### src/manual_pulldown_field_planner_core_macros.svh
// Assertion macros for the pulldown field planner.
// Included by the controller and the datapath; expects clk_i and rst_ni in scope.
`ifndef MANUAL_PULLDOWN_FIELD_PLANNER_CORE_MACROS_SVH
`define MANUAL_PULLDOWN_FIELD_PLANNER_CORE_MACROS_SVH

`ifndef ASSERT_OFF
// Clocked check, masked while reset is applied
`define MPFP_ASSERT(lbl, prop, msg) \
  lbl: assert property (@(posedge clk_i) disable iff (!rst_ni) (prop)) else $error(msg);
// Clocked check that also holds during reset
`define MPFP_ASSERT_ALWAYS(lbl, prop, msg) \
  lbl: assert property (@(posedge clk_i) (prop)) else $error(msg);
`else
`define MPFP_ASSERT(lbl, prop, msg)
`define MPFP_ASSERT_ALWAYS(lbl, prop, msg)
`endif

`endif

### src/mpfp_pkg.sv
// Shared types and constants of the pulldown field planner.
// No dependencies; imported by the controller, the datapath and the top level.
`default_nettype none

package mpfp_pkg;

  localparam int unsigned MpfpMaxRanges = 2048;
  localparam int unsigned Group         = 5;
  localparam int unsigned PhaseLast     = 4;
  localparam int unsigned CfgW          = 12;

  typedef enum logic [0:0] {
    FUNC_LOAD  = 1'b0,
    FUNC_FRAME = 1'b1
  } func_e;

  typedef enum logic [1:0] {
    CFG_INVERT      = 2'd0,
    CFG_TELECINE    = 2'd1,
    CFG_RANGE_COUNT = 2'd2
  } cfg_idx_e;

  typedef enum logic [4:0] {
    ST_IDLE = 5'b00001,
    ST_GO   = 5'b00010,
    ST_WAIT = 5'b00100,
    ST_PLAN = 5'b01000,
    ST_EMIT = 5'b10000
  } state_e;

  typedef struct packed {
    logic load_we;
    logic frame_start;
    logic srch_go;
    logic commit;
    logic plan;
    logic emit;
  } cmd_t;

  typedef struct packed {
    logic is_group;
    logic srch_done;
    logic srch_busy;
    logic last_search;
    logic out_free;
  } sts_t;

endpackage

`default_nettype wire

### src/mpfp_ctrl.sv
// Controller of the pulldown field planner: sequences loads, searches and output.
// Depends on mpfp_pkg and the assertion macro header; drives mpfp_dp by commands.
`default_nettype none
`include "manual_pulldown_field_planner_core_macros.svh"

module mpfp_ctrl import mpfp_pkg::*; (
  input  wire logic clk_i,
  input  wire logic rst_ni,
  input  wire logic in_valid_i,
  input  wire logic func_i,
  output logic      in_stall_o,
  input  wire sts_t sts_i,
  output cmd_t      cmd_o
);

  state_e state_q, state_d;

  always_ff @(posedge clk_i or negedge rst_ni) begin
    if (!rst_ni) state_q <= ST_IDLE;
    else         state_q <= state_d;
  end

  // next state and commands
  always_comb begin
    state_d = state_q;
    cmd_o   = '0;
    case (state_q)
      ST_IDLE: begin
        if (in_valid_i) begin
          if (func_e'(func_i) == FUNC_LOAD) begin
            cmd_o.load_we = 1'b1;
          end else begin
            cmd_o.frame_start = 1'b1;
            state_d = sts_i.is_group ? ST_GO : ST_EMIT;
          end
        end
      end
      ST_GO: begin
        cmd_o.srch_go = 1'b1;
        state_d = ST_WAIT;
      end
      ST_WAIT: begin
        if (sts_i.srch_done) begin
          cmd_o.commit = 1'b1;
          state_d = sts_i.last_search ? ST_PLAN : ST_GO;
        end
      end
      ST_PLAN: begin
        cmd_o.plan = 1'b1;
        state_d = ST_EMIT;
      end
      ST_EMIT: begin
        if (sts_i.out_free) begin
          cmd_o.emit = 1'b1;
          state_d = ST_IDLE;
        end
      end
      default: state_d = ST_IDLE;
    endcase
  end

  assign in_stall_o = (state_q != ST_IDLE);

  `MPFP_ASSERT(a_frame_leaves_idle,
    (state_q == ST_IDLE && in_valid_i && func_i == FUNC_FRAME) |=> (state_q != ST_IDLE),
    "accepted frame not processed")
  `MPFP_ASSERT(a_emit_returns, (state_q == ST_EMIT && sts_i.out_free) |=> (state_q == ST_IDLE),
    "emit did not return to idle")
  `MPFP_ASSERT(a_go_not_busy, (state_q == ST_GO) |-> !sts_i.srch_busy,
    "search started while one is running")

endmodule

`default_nettype wire

### config.mk
export PLATFORM = sky130hd
export DESIGN_NAME = mpfp_ctrl
export DESIGN_NICKNAME = d
export VERILOG_FILES = /design/src/mpfp_pkg.sv /design/src/mpfp_ctrl.sv
export VERILOG_INCLUDE_DIRS = /design/src /design/src/src
export SDC_FILE = /design/constraint.sdc
export NUM_CORES = 1
export LEC_CHECK = 0
export ABC_AREA = 1
export CORE_AREA = 2 2 39 41
export DETAILED_ROUTE_END_ITERATION = 8
export DIE_AREA = 0 0 41 43
export DONT_BUFFER_PORTS = 1
export PLACE_DENSITY_LB_ADDON = 0.12
export SYNTH_ARGS = -nofsm -noshare
export SYNTH_HDL_FRONTEND = slang
export SYNTH_SLANG_ARGS = --single-unit
### constraint.sdc
create_clock -name clk_i -period 1.2 [get_ports clk_i]
set_input_delay 0.24 -clock clk_i [delete_from_list [all_inputs] [get_ports clk_i]]
set_output_delay 0.24 -clock clk_i [all_outputs]
set_load 0.005 [all_outputs]
; ---- After elaboration in Yosys (flattened, before gate mapping)
; Index checks and enable logic that the tools add are counted.
[totals]
reg_bits = 5
output_inout_bits = 7
[classes]
eq_ne = 10
muxes = 17
reduce_logical = 1
[op_table]
columns = operator, count
row1 = 5-bit 2-to-1 mux, 5
row2 = 5-bit case mux with 5 select lines, 1
row3 = 1-bit 2-to-1 mux, 8
row4 = "2-bit != test, second input constant", 4
row5 = "5-bit by 1-bit equality test with 1-bit output, second input constant", 1
row6 = "5-bit by 2-bit equality test with 1-bit output, second input constant", 1
row7 = "5-bit by 3-bit equality test with 1-bit output, second input constant", 1
row8 = "5-bit by 4-bit equality test with 1-bit output, second input constant", 1
row9 = "5-bit equality test, second input constant", 1
row10 = "5-bit by 1-bit != test with 1-bit output, second input constant", 1
row11 = 2-bit 2-to-1 mux, 2
row12 = 4-bit 2-to-1 mux, 1
row13 = 4-bit AND reduction, 1

; ---- Logic depth before layout (Yosys ltp)
[logic_depth]
depth_word = 4
mapped_depth = 7
depth_no_buf = 7

; ---- Least setup slack after synthesis
; Ideal clock, no wire load.
[synth_timing]
kind = register to output
from = reg state_q[3]
to = out cmd_o[5] in the netlist's numbering
arrival_time_ns = 0.933
required_time_ns = 0.960
setup_slack_ns = 0.027
stages_incl_launch_ff = 4
cell_sequence = dfrtp_1 nor2_4 nand3_2 nor3b_1
[synth_lines]
columns = item, line_no
row1 = from (decl), mpfp_ctrl.sv:16  ; state_e state_q, state_d;
row2 = from (signal assigned), mpfp_ctrl.sv:20  ; else state_q <= state_d;
row3 = to (decl), mpfp_ctrl.sv:13  ; output cmd_t cmd_o

==> flow_metrics.tcl <==
set metrics [dict create \
    clockPowerShare 0.143 \
    clk_latency_ps 240 \
    synth_top_area_frac 0.283 \
    p_leak_nw 0.310 \
    largest_reg_flops 5 \
    p_sw_frac 0.411 \
    core-area_um2 1380 \
    p_seq_frac 0.219 \
    clkTransAtPathRegs_ps 40 \
    drc 0 \
    final_cell_mix "15 x buf_4, 7 x inv_1, 6 x nand2_1, 6 x nor2_1" \
    first_iter_violations 6 \
    track_usage 0.128 \
    p_int_mw 0.809 \
    syn_nets 62 \
    hold_viol 0 \
    dieArea_um2 1760 \
    num_antenna_cells 0 \
    area_growth_pct 66.4 \
    nets 84 \
    drive_gt1_frac 0.554 \
    dr.pass1.iters 2 \
    top_register "state_q" \
    ant_nets 0 \
    wl_um 963 \
    outcome "finished, violations left" \
    min-delay-path-class "in -> reg" \
    ys_types 15 \
    power_frac_comb 0.638 \
    tritoncts "yes" \
    synth_top_area_cell "dfrtp_1" \
    vias 403 \
    ys_seq_elements 5 \
    start_util 0.256 \
    p_sw_mw 0.565 \
    arrival_ps 1130 \
    syn_area_per_cell_um2 6.68 \
    cap_violations 0 \
    fp.dieW_um 41 \
    fmax_mhz 729 \
    cts-buffers-inserted 3 \
    syn_inst 53 \
    cts-root-buf "clkbuf_4" \
    grt_pass1_wl_um 1440 \
    ioPinCount 16 \
    overflow 0 \
    final_max_slew_viol_count 0 \
    cp_max_fo 4 \
    ys_seq_area_frac 0.357 \
    setup-tns-final_ps -1010 \
    reg_top3 "state_q: 5 flops" \
    finalNonFillerCells 90 \
    cp-end-kind "output pin" \
    via_per_inst 4.48 \
    antenna_found_initial 0 \
    layout_commonest_cell "buf_4" \
    finalWorstSetupSlack_ps -172 \
    rsz0062_at_grt "yes" \
    fp-row-count 14 \
    clk_path_buf_depth 2 \
    start_kind "register" \
    grt_pass1_vias 363 \
    synthTopCellsByArea "dfrtp_1 28%, inv_1 12%, nor2_1 12%, nand2_1 9.5%, dfstp_2 7.4%" \
    syn_area_um2 354 \
    power.total_mw 1.37 \
    htree_levels 1 \
    cp.required_ps 960 \
    final-setup-viol-count 10 \
    path_class "reg -> out" \
    ir_worst_vdd_mv 0.882 \
    clock_skew_ps 4.01 \
    max_slew_margin 0.850 \
    grt_max_degree 6 \
    min_period_ps 1370 \
    post_drt_wl_per_cell_um 10.7 \
    tightest_slew_ps 225 \
    dp_hpwl_um 659 \
    post-place-cells 74 \
    ys_warn_count 0 \
    fin_crit_sh 1.14 \
    violations "negative setup slack" \
    numClockSinks 5 \
    power.density_nw_per_um2 2330 \
    port_buffers 0 \
    gp_congestion 0.786 \
    die_h_um 43 \
]
-- per-layer routing --
metal | track usage | vias to the layer above | share of wire
li1 | - | 209 | -
met1 | 0.160 | 186 | 0.43
met2 | 0.178 | 8 | 0.54
met3 | 0.0471 | 0 | 0.030
met4 | 0.0800 | 0 | 0
met5 | 0 | - | 0
-- synthesized netlist by cell type --
cell type / instances
inv_1: 11
nor2_1: 11
nand2_1: 9
nand3_1: 5
dfrtp_1: 4
nand4_1: 3
nor2_2: 2
dfstp_2: 1
nand3_2: 1
nor2_4: 1
nor3b_1: 1
o21ai_0: 1
o21ai_1: 1
o21ai_2: 1
o21bai_1: 1
-- power by group through the flow --
| stage | Clock [mW] | Sequential, mW | Combinational, mW |
|---|---|---|---|
| floorplan | 0 | 0.286 | 0.365 |
| global placement | 0 | 0.300 | 0.560 |
| detailed placement | 0 | 0.301 | 0.553 |
| CTS | 0.203 | 0.300 | 0.807 |
| global route | 0.210 | 0.310 | 0.965 |
| finish | 0.197 | 0.301 | 0.876 |
-- cell type report --
| cell class | count | area, um^2 |
|---|---|---|
| clock buffers | 4 | 26.3 |
| inverters | 11 | 41.3 |
| fillers | 151 | 795 |
| repair buffers | 17 | 134 |
| multi-input cells | 37 | 241 |
| flip-flops and latches | 5 | 126 |
| well taps | 16 | 20.0 |
-- cell families after synthesis --
| group | Yosys count | share of synthesized area |
|---|---|---|
| buffers and inverters | 11 | 0.117 |
| AOI/OAI and AO/OA | 4 | 0.0742 |
| DFF | 5 | 0.357 |
| and+or+nand+nor | 33 | 0.452 |
-- per-stage QoR --
stage	utilization	setup slack (ps)	hold slack (ps)	cell area, um^2
after floorplan	-	26.6	-55.6	354
after global placement	0.297	-8.24	-55.5	412
after detailed placement	0.297	-4.12	-55.5	412
after CTS	0.392	-180	130	542
after global routing	0.426	-232	146	589
final	0.426	-172	137	589
-- final timing paths --
path                            cells past startpoint         end       start  slack (ps)
worst max-delay path                                3    cmd_o[5]  state_q[2]        -170
worst min-delay path                                2  state_q[3]    sts_i[1]         140
worst max register to register                      8  state_q[0]  state_q[0]         -50
worst min register to register                      3  state_q[3]  state_q[3]         660
max in group asynchronous                           1  state_q[0]      rst_ni         670
min in group asynchronous                           1  state_q[4]      rst_ni         280
-- critical path, cell delays in order (launching register included) --
cell and delay [ps]:
dfrtp_1 420, nor2_4 150, nand3_2 130, nor3b_2 190
-- repair_timing --
action,CTS,global route
cloned,0,0
resized for setup,13,7
buffers inserted,8,3
endpoints found under the setup margin,9,11
hold buffers,1,0
endpoints found under the hold margin,5,0
pin swaps,10,7
(Power assumes the default switching activity.)
